`src/rtl/core/tpcm_pkg.sv`:
```
// package for the terminal palette colour mapper: types, tables and constants
`default_nettype none

package tpcm_pkg;

    localparam int IDX_W      = 4;
    localparam int THEME_W    = 4;
    localparam int RGB_W      = 24;
    localparam int CH_W       = 8;
    localparam int PCT_W      = 7;
    localparam int CFG_IDX_W  = 2;
    localparam int CFG_DATA_W = 24;

    // signed product (fg - bg) * pct and its magnitude
    localparam int PROD_W     = 17;
    localparam int MAG_W      = 15;

    // divide by 100 as multiply by 5243 then shift right by 19
    localparam int RECIP_W     = 13;
    localparam int RECIP_SHIFT = 19;
    localparam logic [RECIP_W-1:0] RECIP_100 = 13'd5243;
    localparam int QPROD_W     = MAG_W + RECIP_W;

    // theme numbers
    localparam logic [THEME_W-1:0] THEME_FULL_COLOUR = 4'd0;
    localparam logic [THEME_W-1:0] THEME_AMBER       = 4'd1;
    localparam logic [THEME_W-1:0] THEME_CUSTOM      = 4'd11;
    localparam logic [THEME_W-1:0] THEME_COUNT       = 4'd12;

    // register reset values
    localparam logic [THEME_W-1:0] THEME_RESET  = THEME_AMBER;
    localparam logic [RGB_W-1:0]   CUSTOM_FG_RESET = 24'hFFFFFF;
    localparam logic [RGB_W-1:0]   CUSTOM_BG_RESET = 24'h000000;

    typedef enum logic [CFG_IDX_W-1:0] {
        CFG_THEME_SELECT = 2'd0,
        CFG_CUSTOM_FG    = 2'd1,
        CFG_CUSTOM_BG    = 2'd2
    } cfg_index_t;

    typedef struct packed {
        logic [RGB_W-1:0] fg;
        logic [RGB_W-1:0] bg;
        logic             full_colour;
        logic             dim;
    } theme_row_t;

    // fixed theme rows; custom row carries placeholders overridden by registers
    function automatic theme_row_t theme_row(input logic [THEME_W-1:0] t);
        theme_row_t r;
        r = '{fg: 24'hFFB000, bg: 24'h000000, full_colour: 1'b0, dim: 1'b1};
        unique case (t)
            4'd0:    r = '{fg: 24'h000000, bg: 24'h000000, full_colour: 1'b1, dim: 1'b0};
            4'd1:    r = '{fg: 24'hFFB000, bg: 24'h000000, full_colour: 1'b0, dim: 1'b1};
            4'd2:    r = '{fg: 24'h33FF33, bg: 24'h000000, full_colour: 1'b0, dim: 1'b1};
            4'd3:    r = '{fg: 24'hFFFFFF, bg: 24'h000000, full_colour: 1'b0, dim: 1'b1};
            4'd4:    r = '{fg: 24'h66AAFF, bg: 24'h000000, full_colour: 1'b0, dim: 1'b1};
            4'd5:    r = '{fg: 24'hFF3333, bg: 24'h000000, full_colour: 1'b0, dim: 1'b1};
            4'd6:    r = '{fg: 24'hFFEE33, bg: 24'h000000, full_colour: 1'b0, dim: 1'b1};
            4'd7:    r = '{fg: 24'hC0B6FF, bg: 24'h352879, full_colour: 1'b0, dim: 1'b0};
            4'd8:    r = '{fg: 24'h2B2FB0, bg: 24'hFFFFFF, full_colour: 1'b0, dim: 1'b0};
            4'd9:    r = '{fg: 24'h8BE870, bg: 24'h000000, full_colour: 1'b0, dim: 1'b0};
            4'd10:   r = '{fg: 24'hFFFF54, bg: 24'h0000A8, full_colour: 1'b0, dim: 1'b0};
            4'd11:   r = '{fg: 24'hFFFFFF, bg: 24'h000000, full_colour: 1'b0, dim: 1'b0};
            default: r = '{fg: 24'hFFB000, bg: 24'h000000, full_colour: 1'b0, dim: 1'b1};
        endcase
        return r;
    endfunction

    // 16-entry ansi palette
    function automatic logic [RGB_W-1:0] ansi_colour(input logic [IDX_W-1:0] idx);
        logic [RGB_W-1:0] c;
        c = 24'h000000;
        unique case (idx)
            4'd0:  c = 24'h000000;
            4'd1:  c = 24'haa0000;
            4'd2:  c = 24'h00aa00;
            4'd3:  c = 24'haa5500;
            4'd4:  c = 24'h0000aa;
            4'd5:  c = 24'haa00aa;
            4'd6:  c = 24'h00aaaa;
            4'd7:  c = 24'haaaaaa;
            4'd8:  c = 24'h555555;
            4'd9:  c = 24'hff5555;
            4'd10: c = 24'h55ff55;
            4'd11: c = 24'hffff55;
            4'd12: c = 24'h5555ff;
            4'd13: c = 24'hff55ff;
            4'd14: c = 24'h55ffff;
            4'd15: c = 24'hffffff;
        endcase
        return c;
    endfunction

    // brightness percent from the dim or full curve
    function automatic logic [PCT_W-1:0] curve_pct(input logic dim,
                                                   input logic [IDX_W-1:0] idx);
        logic [PCT_W-1:0] p;
        p = 7'd100;
        unique case (idx)
            4'd0:                          p = 7'd0;
            4'd1, 4'd2, 4'd3, 4'd4, 4'd5,
            4'd6:                          p = dim ? 7'd55 : 7'd60;
            4'd7:                          p = dim ? 7'd70 : 7'd100;
            4'd8:                          p = dim ? 7'd40 : 7'd50;
            default:                       p = 7'd100;
        endcase
        return p;
    endfunction

endpackage

`default_nettype wire

```
`src/rtl/core/tpcm_if.sv`:
```
// stream interfaces for the colour index input and the pixel output
`default_nettype none

interface tpcm_in_if;
    logic                         valid;
    logic                         ready;
    logic [tpcm_pkg::IDX_W-1:0]   colour_index;

    modport source (output valid, output colour_index, input ready);
    modport sink   (input valid, input colour_index, output ready);
endinterface

interface tpcm_out_if;
    logic                         valid;
    logic                         ready;
    logic [tpcm_pkg::RGB_W-1:0]   pixel_rgb;

    modport source (output valid, output pixel_rgb, input ready);
    modport sink   (input valid, input pixel_rgb, output ready);
endinterface

`default_nettype wire

```
`src/rtl/core/terminal_palette_colour_mapper.sv`:
```
// Terminal palette colour mapper.
//
// in_ch carries one 4-bit ansi colour index per beat, out_ch one 24-bit
// pixel (0xRRGGBB) per beat, in the same order. Both are valid/ready
// streams; a beat moves when valid and ready are both high.
// The cfg port writes theme_select (index 0), custom_foreground (1) and
// custom_background (2) whenever cfg_we is high; other indexes are ignored.
// Write it only while no beat is in flight.
// Throughput is one beat per cycle while out_ch is ready. The path is
// three registered stages: the index register, the (fg - bg) * pct
// product register, and the divide-by-100 result register (reciprocal
// multiply).
// When out_ch stalls, each stage holds its beat; empty stages ahead of a
// stalled one keep filling, so in_ch drops ready only once all three
// stages are full.
// Reset clears all stage valids and loads theme 1 (amber) with custom
// white on black.
`default_nettype none

module terminal_palette_colour_mapper (
    input  wire logic                              clk,
    input  wire logic                              rst_n,
    tpcm_in_if.sink                                in_ch,
    tpcm_out_if.source                             out_ch,
    input  wire logic                              cfg_we,
    input  wire logic [tpcm_pkg::CFG_IDX_W-1:0]    cfg_index,
    input  wire logic [tpcm_pkg::CFG_DATA_W-1:0]   cfg_data
);

    // config registers
    logic [tpcm_pkg::THEME_W-1:0] theme_reg;
    logic [tpcm_pkg::RGB_W-1:0]   custom_fg_reg;
    logic [tpcm_pkg::RGB_W-1:0]   custom_bg_reg;

    // pipeline control
    logic s1_valid_reg, s2_valid_reg, s3_valid_reg;
    logic s1_en, s2_en, s3_en;

    // stage payloads
    logic [tpcm_pkg::IDX_W-1:0]                  s1_idx_reg;
    logic                                        s2_full_reg;
    logic [tpcm_pkg::RGB_W-1:0]                  s2_ansi_reg;
    logic [2:0][tpcm_pkg::CH_W-1:0]              s2_bg_reg;
    logic signed [2:0][tpcm_pkg::PROD_W-1:0]     s2_prod_reg;
    logic [tpcm_pkg::RGB_W-1:0]                  pixel_reg;

    logic [tpcm_pkg::THEME_W-1:0]                theme_eff;
    tpcm_pkg::theme_row_t                        row;
    logic [tpcm_pkg::RGB_W-1:0]                  fg_sel, bg_sel;
    logic [tpcm_pkg::PCT_W-1:0]                  pct;
    logic [2:0][tpcm_pkg::CH_W-1:0]              bg_next;
    logic signed [2:0][tpcm_pkg::PROD_W-1:0]     prod_next;
    logic [tpcm_pkg::RGB_W-1:0]                  pixel_next;

    // config write port
    always_ff @(posedge clk or negedge rst_n)
    begin
        if (!rst_n)
        begin
            theme_reg     <= tpcm_pkg::THEME_RESET;
            custom_fg_reg <= tpcm_pkg::CUSTOM_FG_RESET;
            custom_bg_reg <= tpcm_pkg::CUSTOM_BG_RESET;
        end
        else if (cfg_we)
        begin
            if (cfg_index == tpcm_pkg::CFG_THEME_SELECT)
                theme_reg <= cfg_data[tpcm_pkg::THEME_W-1:0];
            else if (cfg_index == tpcm_pkg::CFG_CUSTOM_FG)
                custom_fg_reg <= cfg_data[tpcm_pkg::RGB_W-1:0];
            else if (cfg_index == tpcm_pkg::CFG_CUSTOM_BG)
                custom_bg_reg <= cfg_data[tpcm_pkg::RGB_W-1:0];
        end
    end

    // stage enables: a stage loads when empty or when the next one moves
    assign s3_en       = !s3_valid_reg || out_ch.ready;
    assign s2_en       = !s2_valid_reg || s3_en;
    assign s1_en       = !s1_valid_reg || s2_en;
    assign in_ch.ready = s1_en;

    always_ff @(posedge clk or negedge rst_n)
    begin
        if (!rst_n)
        begin
            s1_valid_reg <= 1'b0;
            s2_valid_reg <= 1'b0;
            s3_valid_reg <= 1'b0;
        end
        else
        begin
            if (s1_en)
                s1_valid_reg <= in_ch.valid;
            if (s2_en)
                s2_valid_reg <= s1_valid_reg;
            if (s3_en)
                s3_valid_reg <= s2_valid_reg;
        end
    end

    // stage 1: capture index
    always_ff @(posedge clk)
    begin
        if (s1_en && in_ch.valid)
            s1_idx_reg <= in_ch.colour_index;
    end

    // theme decode with fallback for out-of-range numbers
    always_comb
    begin
        theme_eff = (theme_reg >= tpcm_pkg::THEME_COUNT) ? tpcm_pkg::THEME_AMBER : theme_reg;
        row       = tpcm_pkg::theme_row(theme_eff);
        fg_sel    = (theme_eff == tpcm_pkg::THEME_CUSTOM) ? custom_fg_reg : row.fg;
        bg_sel    = (theme_eff == tpcm_pkg::THEME_CUSTOM) ? custom_bg_reg : row.bg;
        pct       = tpcm_pkg::curve_pct(row.dim, s1_idx_reg);
    end

    // per-channel signed (fg - bg) * pct
    always_comb
    begin
        for (int c = 0; c < 3; c++)
        begin
            logic signed [tpcm_pkg::CH_W:0] diff;
            diff = $signed({1'b0, fg_sel[c*tpcm_pkg::CH_W +: tpcm_pkg::CH_W]})
                 - $signed({1'b0, bg_sel[c*tpcm_pkg::CH_W +: tpcm_pkg::CH_W]});
            bg_next[c]   = bg_sel[c*tpcm_pkg::CH_W +: tpcm_pkg::CH_W];
            prod_next[c] = tpcm_pkg::PROD_W'(diff * $signed({1'b0, pct}));
        end
    end

    // stage 2: product register
    always_ff @(posedge clk)
    begin
        if (s2_en && s1_valid_reg)
        begin
            s2_full_reg <= row.full_colour;
            s2_ansi_reg <= tpcm_pkg::ansi_colour(s1_idx_reg);
            s2_bg_reg   <= bg_next;
            s2_prod_reg <= prod_next;
        end
    end

    // divide by 100 toward zero on the magnitude, add to bg (ansi if full)
    always_comb
    begin
        for (int c = 0; c < 3; c++)
        begin
            logic [tpcm_pkg::PROD_W-1:0]  neg_prod;
            logic [tpcm_pkg::MAG_W-1:0]   mag;
            logic [tpcm_pkg::QPROD_W-1:0] qprod;
            logic [tpcm_pkg::CH_W-1:0]    quot;
            logic [tpcm_pkg::CH_W-1:0]    delta;
            neg_prod = -s2_prod_reg[c];
            mag      = s2_prod_reg[c][tpcm_pkg::PROD_W-1]
                       ? neg_prod[tpcm_pkg::MAG_W-1:0]
                       : s2_prod_reg[c][tpcm_pkg::MAG_W-1:0];
            qprod    = tpcm_pkg::QPROD_W'(mag) * tpcm_pkg::QPROD_W'(tpcm_pkg::RECIP_100);
            quot     = qprod[tpcm_pkg::RECIP_SHIFT +: tpcm_pkg::CH_W];
            delta    = s2_prod_reg[c][tpcm_pkg::PROD_W-1] ? (~quot + 8'd1) : quot;
            pixel_next[c*tpcm_pkg::CH_W +: tpcm_pkg::CH_W] = s2_bg_reg[c] + delta;
        end
        if (s2_full_reg)
            pixel_next = s2_ansi_reg;
    end

    // stage 3: result register
    always_ff @(posedge clk)
    begin
        if (s3_en && s2_valid_reg)
            pixel_reg <= pixel_next;
    end

    assign out_ch.valid     = s3_valid_reg;
    assign out_ch.pixel_rgb = pixel_reg;

`ifndef SYNTHESIS
    // an accepted beat always lands in the index register
    a_accept_loads: assert property (@(posedge clk) disable iff (!rst_n)
        in_ch.valid && in_ch.ready |=> s1_valid_reg)
        else $error("accepted beat not captured");

    // input is blocked only when every stage holds a beat behind a stall
    a_ready_full: assert property (@(posedge clk) disable iff (!rst_n)
        !in_ch.ready |-> s1_valid_reg && s2_valid_reg && s3_valid_reg && !out_ch.ready)
        else $error("input blocked with room in pipeline");

    // a new output beat comes from a full product stage
    a_out_source: assert property (@(posedge clk) disable iff (!rst_n)
        $rose(s3_valid_reg) |-> $past(s2_valid_reg))
        else $error("output valid without product stage");
`endif

endmodule

`default_nettype wire
```
`src/flat_wrapper.sv`:
```
// flat-port wrapper written by rule: the top's interface ports become plain ports
module terminal_palette_colour_mapper_flat 
  (clk, rst_n, cfg_we, cfg_index, cfg_data, in_ch_valid, in_ch_colour_index, in_ch_ready, out_ch_valid, out_ch_pixel_rgb, out_ch_ready);
  tpcm_in_if in_ch_i ();
  tpcm_out_if out_ch_i ();
  input  wire logic clk;
  input  wire logic rst_n;
  input  wire logic cfg_we;
  input  wire logic [tpcm_pkg::CFG_IDX_W-1:0] cfg_index;
  input  wire logic [tpcm_pkg::CFG_DATA_W-1:0] cfg_data;
  input wire logic [$bits(in_ch_i.valid)-1:0] in_ch_valid;
  input wire logic [$bits(in_ch_i.colour_index)-1:0] in_ch_colour_index;
  output wire logic [$bits(in_ch_i.ready)-1:0] in_ch_ready;
  output wire logic [$bits(out_ch_i.valid)-1:0] out_ch_valid;
  output wire logic [$bits(out_ch_i.pixel_rgb)-1:0] out_ch_pixel_rgb;
  input wire logic [$bits(out_ch_i.ready)-1:0] out_ch_ready;
  assign in_ch_i.valid = in_ch_valid;
  assign in_ch_i.colour_index = in_ch_colour_index;
  assign in_ch_ready = in_ch_i.ready;
  assign out_ch_valid = out_ch_i.valid;
  assign out_ch_pixel_rgb = out_ch_i.pixel_rgb;
  assign out_ch_i.ready = out_ch_ready;
  terminal_palette_colour_mapper u_core (.clk(clk), .rst_n(rst_n), .in_ch(in_ch_i), .out_ch(out_ch_i), .cfg_we(cfg_we), .cfg_index(cfg_index), .cfg_data(cfg_data));
endmodule
```
`config.mk`:
```
export PLATFORM = sky130hd
export DESIGN_NAME = terminal_palette_colour_mapper_flat
export DESIGN_NICKNAME = d
export VERILOG_FILES = /design/src/rtl/core/tpcm_pkg.sv /design/src/rtl/core/tpcm_if.sv /design/src/rtl/core/terminal_palette_colour_mapper.sv /design/src/flat_wrapper.sv
export SDC_FILE = /design/constraint.sdc
export NUM_CORES = 1
export LEC_CHECK = 0
export ABC_AREA = 1
export BUFFER_PORTS_ARGS = -buffer_cell sky130_fd_sc_hd__buf_2
export CORE_UTILIZATION = 23
export CTS_BUF_LIST = sky130_fd_sc_hd__clkbuf_8 sky130_fd_sc_hd__clkbuf_16
export CTS_CLUSTER_SIZE = 8
export DETAILED_ROUTE_END_ITERATION = 16
export PLACE_DENSITY = 0.35
export SLEW_MARGIN = 0
export SYNTH_ARGS = -nofsm -noshare
export SYNTH_HDL_FRONTEND = slang
export SYNTH_SLANG_ARGS = --single-unit
export TNS_END_PERCENT = 10
```
`constraint.sdc`:
```
create_clock -name clk -period 14.77 [get_ports clk]
set_input_delay 2.2155 -clock clk [delete_from_list [all_inputs] [get_ports clk]]
set_output_delay 2.2155 -clock clk [all_outputs]
set_load 0.01 [all_outputs]
```
==> flow_metrics.env, run 1 <==
export IMPL_cp_start_kind="flop"
export IMPL_area_growth_pct=9.857
export IMPL_synthArstFlopShare=0.3416
export IMPL_wire_per_inst_um=15.29
export IMPL_initial_core_util=0.2323
export IMPL_ys_seq_area_frac=0.1548
export IMPL_dieArea_mm2=0.1304
export IMPL_fin_nets=4698
export IMPL_ys_top_cells_by_area="fa_1 (22%), ha_1 (19%), inv_1 (13%)"
export IMPL_dieWidth_um=361.1
export IMPL_clk_latency_ns=0.50
export IMPL_io_pins=61
export IMPL_clock_sinks=161
export IMPL_cts_resized=0
export IMPL_synth_most_common_cell="inv_1"
export IMPL_final_util=0.2552
export IMPL_viasPerCell=4.039
export IMPL_vias=22440
export IMPL_row_count=131
export IMPL_synthTopCellsByCount="inv_1 (1000), nand2_1 (767), ha_1 (451)"
export IMPL_cts_tree="done"
export IMPL_max_stage_delay_ns=0.71
export IMPL_ant_nets=0
export IMPL_dp_final_hpwl_um=74440
export IMPL_cts_hold_buffers=0
export IMPL_hp_class="reg2reg"
export IMPL_portBuffers=60
export IMPL_grt_overflow_total=0
export IMPL_status="completed"
export IMPL_grt_max_degree=63
export IMPL_crit_type="reg2reg"
export IMPL_clockBufferDepth=2
export IMPL_setup_violations_final=0
export IMPL_antenna_cells=0
export IMPL_worst_pin_slew_ns=1.093
export IMPL_syn_nets=4645
export IMPL_path_clk_slew_ns=0.08
export IMPL_drt_iter0_markers=1084
export IMPL_hold_viol_final=0
export IMPL_fin_worst_skew_ns=0.02436
export IMPL_globalplace_congestion=0.8033
export IMPL_synthDistinctLibCells=54
export IMPL_synth_area_mm2=0.02966
export IMPL_layout_drive_gt1_share=0.05340
export IMPL_synth_enable_flop_cells=106
export IMPL_wl_um=84990
export IMPL_crit_fanout=8
export IMPL_grt_pass1_vias=23890
export IMPL_grt_pass1_wl_um=136100
export IMPL_synth_top_area_cell="fa_1"
export IMPL_rsz0062_at_grt="no"
export IMPL_yosys_register_bits=161
export IMPL_slew_viol_final=0
export IMPL_required_ns=15.02
export IMPL_largest_reg_flops=48
export IMPL_cpMaxStageDelayCell="xor2_1"
export IMPL_synth_top_area_share=0.2227
export IMPL_syn_area_per_cell_um2=7.747
export IMPL_fin_setup_tns_ns=0
export IMPL_grt_total_usage=0.1347
export IMPL_first_pass_iters=5
export IMPL_finalCritPeriodShare=0.5751
export IMPL_synth_flop_cell="edfxtp_1"
export IMPL_synth_warnings=0
export IMPL_antenna_found_initial=2
export IMPL_cts_setup_buffers=0
export IMPL_cp_data_arrival_time_ns=8.74
export IMPL_die_y_um=361.1
export IMPL_period_needed_ns=8.494
export IMPL_synthCells=3829
export IMPL_drc_errors=0
export IMPL_cp_end_kind="flop"
export IMPL_max_cap_viol_count=0
export IMPL_slew_headroom=0.2710
export IMPL_htree_levels=4
export IMPL_clockRootBuffer="clkbuf_16"
export IMPL_max_freq_mhz=117.7
export IMPL_numCtsBuffers=17
export IMPL_core_mm2=0.1277
-- layout make-up --
class / instances / area [um2]
clock buffers: 17 / 425.4
clock inverters: 15 / 198.9
inverters: 1021 / 3837
repair buffers: 73 / 397.9
well taps: 1662 / 2079
multi-input cells: 2608 / 21060
flip-flops and latches: 161 / 4591
fillers: 14170 / 95100
-- metrics by stage --
step | instance area, um2 | std cells | hold WS (ns) | worst slack (ns)
after floorplan | 29660 | 3829 | 0.4332 | 7.725
after global placement | 31960 | 5525 | 0.4716 | 6.130
after detailed placement | 31960 | 5525 | 0.4734 | 6.188
after CTS | 32590 | 5557 | 0.4949 | 6.134
after global routing | 32590 | 5557 | 0.5118 | 5.502
final | 32590 | 5557 | 0.4939 | 6.276
-- routing by layer --
metal  track usage  wire length [um]
met4       0.02562              1014
met3       0.01393              2191
met2        0.2100             36610
met5             0                 0
met1        0.1999             45180
-- cells by family (layout without fill, tap and decap cells) --
group / Yosys count / after routing / synth area share
buffers and inverters: 1060 / 1126 / 0.1360
flip-flops: 161 / 161 / 0.1548
XOR/XNOR: 162 / 162 / 0.05137
AO/OA/AOI/OAI: 343 / 343 / 0.06377
AND/OR/NAND/NOR: 1321 / 1321 / 0.1809
adder cells (fa/ha/maj): 782 / 782 / 0.4133
-- cells in the final DEF (no fill, tap or decap), types with 6 or more instances in the layout --
cell         n
o21ai_0    122
fa_1       330
nand3_1    108
inv_1      999
ha_1       451
dfrtp_1     30
clkinv_8     6
inv_2       17
xnor2_1     46
nor2_4       6
nor3_1      18
nor2_1     352
buf_2       60
o31ai_1     14
nand4_1     16
a21oi_1    144
nand2_1    767
edfxtp_1   106
clkbuf_16   17
xor2_2      12
buf_4       13
nand3b_1    11
xor2_1     102
or2_2       11
dfstp_2     25
o21ai_1     12
o21bai_1    22
nor2_2      12
-- worst max-delay path: cells and delay by family (launching register included) --
kind                     cells  cell delay [ns]
AND/OR/NAND/NOR             17             1.77
buffers and inverters       10             0.95
AO/OA/AOI/OAI                5             0.74
adder cells (fa/ha/maj)      9             3.12
XOR/XNOR                     3             1.11
flip-flops                   1             0.53
-- final timing paths --
check                      cells after the start                                  from                                    end  slack, ns
max                                           44      u_core.s2_prod_reg[17]$_DFFE_PP_  u_core.out_ch.pixel_rgb[15]$_DFFE_PP_       6.28
min                                            2  u_core.custom_fg_reg[15]$_DFFE_PN1P_   u_core.custom_fg_reg[15]$_DFFE_PN1P_       0.49
max reg2reg                                   44      u_core.s2_prod_reg[17]$_DFFE_PP_  u_core.out_ch.pixel_rgb[15]$_DFFE_PP_       6.28
min reg2reg                                    2  u_core.custom_fg_reg[15]$_DFFE_PN1P_   u_core.custom_fg_reg[15]$_DFFE_PN1P_       0.49
max in group asynchronous                      2                                 rst_n        u_core.out_ch.valid$_DFFE_PN0P_      12.35
min in group asynchronous                      2                                 rst_n    u_core.custom_bg_reg[5]$_DFFE_PN0P_       1.86
Power of run 1 is not shown: default switching activity piles up to over one toggle a cycle in this logic, so the estimate is an artifact.
==> run 2: changes to the inputs <==
ABC_AREA = 0   (was 1)
clock period = 8.09 ns   (was 14.77 ns; I/O delays follow)
==> flow_metrics.env, run 2 <==
export IMPL_status="completed"
export IMPL_nFillCells=12940
export IMPL_grt_total_usage=0.1329
export IMPL_dp_final_hpwl_um=67180
export IMPL_stdcell_count=4917
export IMPL_vias=20210
export IMPL_cp_start_kind="flop"
export IMPL_crit_fanout=3
export IMPL_fin_nets=4120
export IMPL_drc_errors=0
export IMPL_setup_worst_path_start="u_core.s2_prod_reg[46]$_DFFE_PP_"
export IMPL_clk_latency_ns=0.50
export IMPL_slew_headroom=0.2766
export IMPL_path_delay_family="adder cells"
export IMPL_synth_most_common_cell="inv_1"
export IMPL_hold_slack_ns=0.5020
export IMPL_final_util=0.2823
export IMPL_row_count=126
export IMPL_io_pins=61
export IMPL_first_pass_iters=5
export IMPL_setup_violations_final=0
export IMPL_critPathMostFrequentCell="inv_1"
export IMPL_max_stage_delay_ns=0.60
export IMPL_cts_tree="done"
export IMPL_rsz0062_at_grt="yes"
export IMPL_cpMaxStageDelayCell="fa_1"
export IMPL_period_needed_ns=7.999
export IMPL_max_freq_mhz=125.0
export IMPL_synth_warnings=0
export IMPL_portBuffers=60
export IMPL_clockBufferDepth=2
export IMPL_wire_per_inst_um=15.71
export IMPL_dieWidth_um=348.3
export IMPL_place_inst=4863
export IMPL_ys_top_cells_by_area="fa_1 (24%), ha_1 (20%), edfxtp_1 (12%)"
export IMPL_syn_area_per_cell_um2=9.352
export IMPL_min_from="u_core.s2_valid_reg$_DFFE_PN0P_"
export IMPL_globalplace_congestion=0.7790
export IMPL_synthArstFlopShare=0.3416
export IMPL_synth_top_area_share=0.2395
export IMPL_hold_viol_final=0
export IMPL_synth_top_area_cell="fa_1"
export IMPL_slew_viol_final=0
export IMPL_layout_drive_gt1_share=0.1872
export IMPL_syn_nets=3766
export IMPL_ant_nets=0
export IMPL_initial_core_util=0.2327
export IMPL_grt_pass1_wl_um=124900
export IMPL_hp_class="reg2reg"
export IMPL_yosys_register_bits=161
export IMPL_synth_flop_cell="edfxtp_1"
export IMPL_die_y_um=348.3
export IMPL_crit_type="reg2reg"
export IMPL_synthTopCellsByCount="inv_1 (670), ha_1 (451), fa_1 (330)"
export IMPL_fin_worst_skew_ns=0.02581
export IMPL_fin_setup_tns_ns=0
export IMPL_area_growth_pct=21.30
export IMPL_cp_end_kind="flop"
export IMPL_worst_pin_slew_ns=1.085
export IMPL_grt_max_degree=71
export IMPL_synth_area_mm2=0.02759
export IMPL_wl_um=77220
export IMPL_htree_levels=4
export IMPL_drt_iter0_markers=676
export IMPL_grt_pass1_vias=21900
export IMPL_synth_enable_flop_cells=106
export IMPL_antenna_cells=0
export IMPL_ys_seq_area_frac=0.1664
export IMPL_grt_overflow_total=0
export IMPL_path_clk_slew_ns=0.08
export IMPL_numCtsBuffers=17
export IMPL_antenna_found_initial=0
export IMPL_synthDistinctLibCells=76
export IMPL_max_cap_viol_count=0
export IMPL_layout_commonest_cell="inv_1"
export IMPL_cts_hold_buffers=0
export IMPL_dieArea_mm2=0.1213
export IMPL_viasPerCell=4.110
export IMPL_clockRootBuffer="clkbuf_16"
export IMPL_final_cell_mix="inv_1 (661), ha_1 (440), fa_1 (329)"
export IMPL_required_ns=8.45
export IMPL_clock_sinks=161
export IMPL_largest_reg_flops=48
export IMPL_finalCritPeriodShare=0.9887
export IMPL_core_mm2=0.1186
export IMPL_cp_data_arrival_time_ns=8.36
export IMPL_synthCells=2950
export IMPL_crit_buf_inv=5
export IMPL_r2r_start="u_core.s2_prod_reg[46]$_DFFE_PP_"
## run 2: metal layers
| metal | wire length, um | global-route usage | up-vias |
|---|---|---|---|
| met3 | 960 | 0.01247 | 23 |
| met5 | 0 | 0 | - |
| met4 | 521 | 0.02086 | 0 |
| met2 | 36280 | 0.2216 | 109 |
| li1 | - | - | 10220 |
| met1 | 39460 | 0.1881 | 9856 |
## run 2: worst register-to-register path, delay by kind of cell, from the launching register on
kind	cells	cell delay, ns
flops	1	0.43
simple gates	4	1.49
buf+inv	5	0.36
fa+ha+maj	8	3.26
xor+xnor	5	0.89
compound gates	10	1.43
## run 2: per-stage QoR
step	setup slack, ns	instance area [um2]
finish	0.09116	33460
floorplan	-0.03464	27670
global route	-0.4654	33460
CTS	-0.006075	33120
global placement	-0.3796	32070
detailed placement	-0.3490	32070
## run 2: what timing repair did
| item | CTS | global route |
|---|---|---|
| endpoints found under the setup margin | 5 | 18 |
| gates resized for setup | 69 | 54 |
| pin swaps | 42 | 47 |
| buffers inserted | 11 | 11 |
## run 2: final timing paths
check                                                              to  slack [ns]  depth (start not counted)
worst min-delay path                  u_core.out_ch.valid$_DFFE_PN0P_        0.50                          1
worst min register to register        u_core.out_ch.valid$_DFFE_PN0P_        0.50                          1
min in group asynchronous         u_core.custom_bg_reg[5]$_DFFE_PN0P_        0.86                          2
max in group asynchronous        u_core.custom_bg_reg[22]$_DFFE_PN0P_        6.75                          2
worst max-delay path            u_core.out_ch.pixel_rgb[23]$_DFFE_PP_        0.09                         32
worst max register to register  u_core.out_ch.pixel_rgb[23]$_DFFE_PP_        0.09                         32
## run 2: cells by family (layout without fill, tap and decap cells)
group                    count (synthesis)  count (layout)  share of synthesized area
AND/OR/NAND/NOR                        565             565                    0.09424
buffers and inverters                  721            1088                    0.09810
XOR/XNOR                               225             225                    0.07238
adder cells (fa/ha/maj)                781             781                     0.4440
flip-flops                             161             161                     0.1664
AO/OA/AOI/OAI                          441             441                     0.1022
multiplexers                            56              56                    0.02268
## run 2: final cells by class
type	instances	area [um2]	area share
Tap cell	1600	2002	0.05982
Clock buffer	17	425.4	0.01271
Multi-Input combinational cell	2068	20970	0.6267
Inverter	673	2526	0.07549
Clock inverter	15	217.7	0.006506
Timing Repair Buffer	383	2729	0.08155
Sequential cell	161	4591	0.1372
Power of run 2 is left out for the same reason.
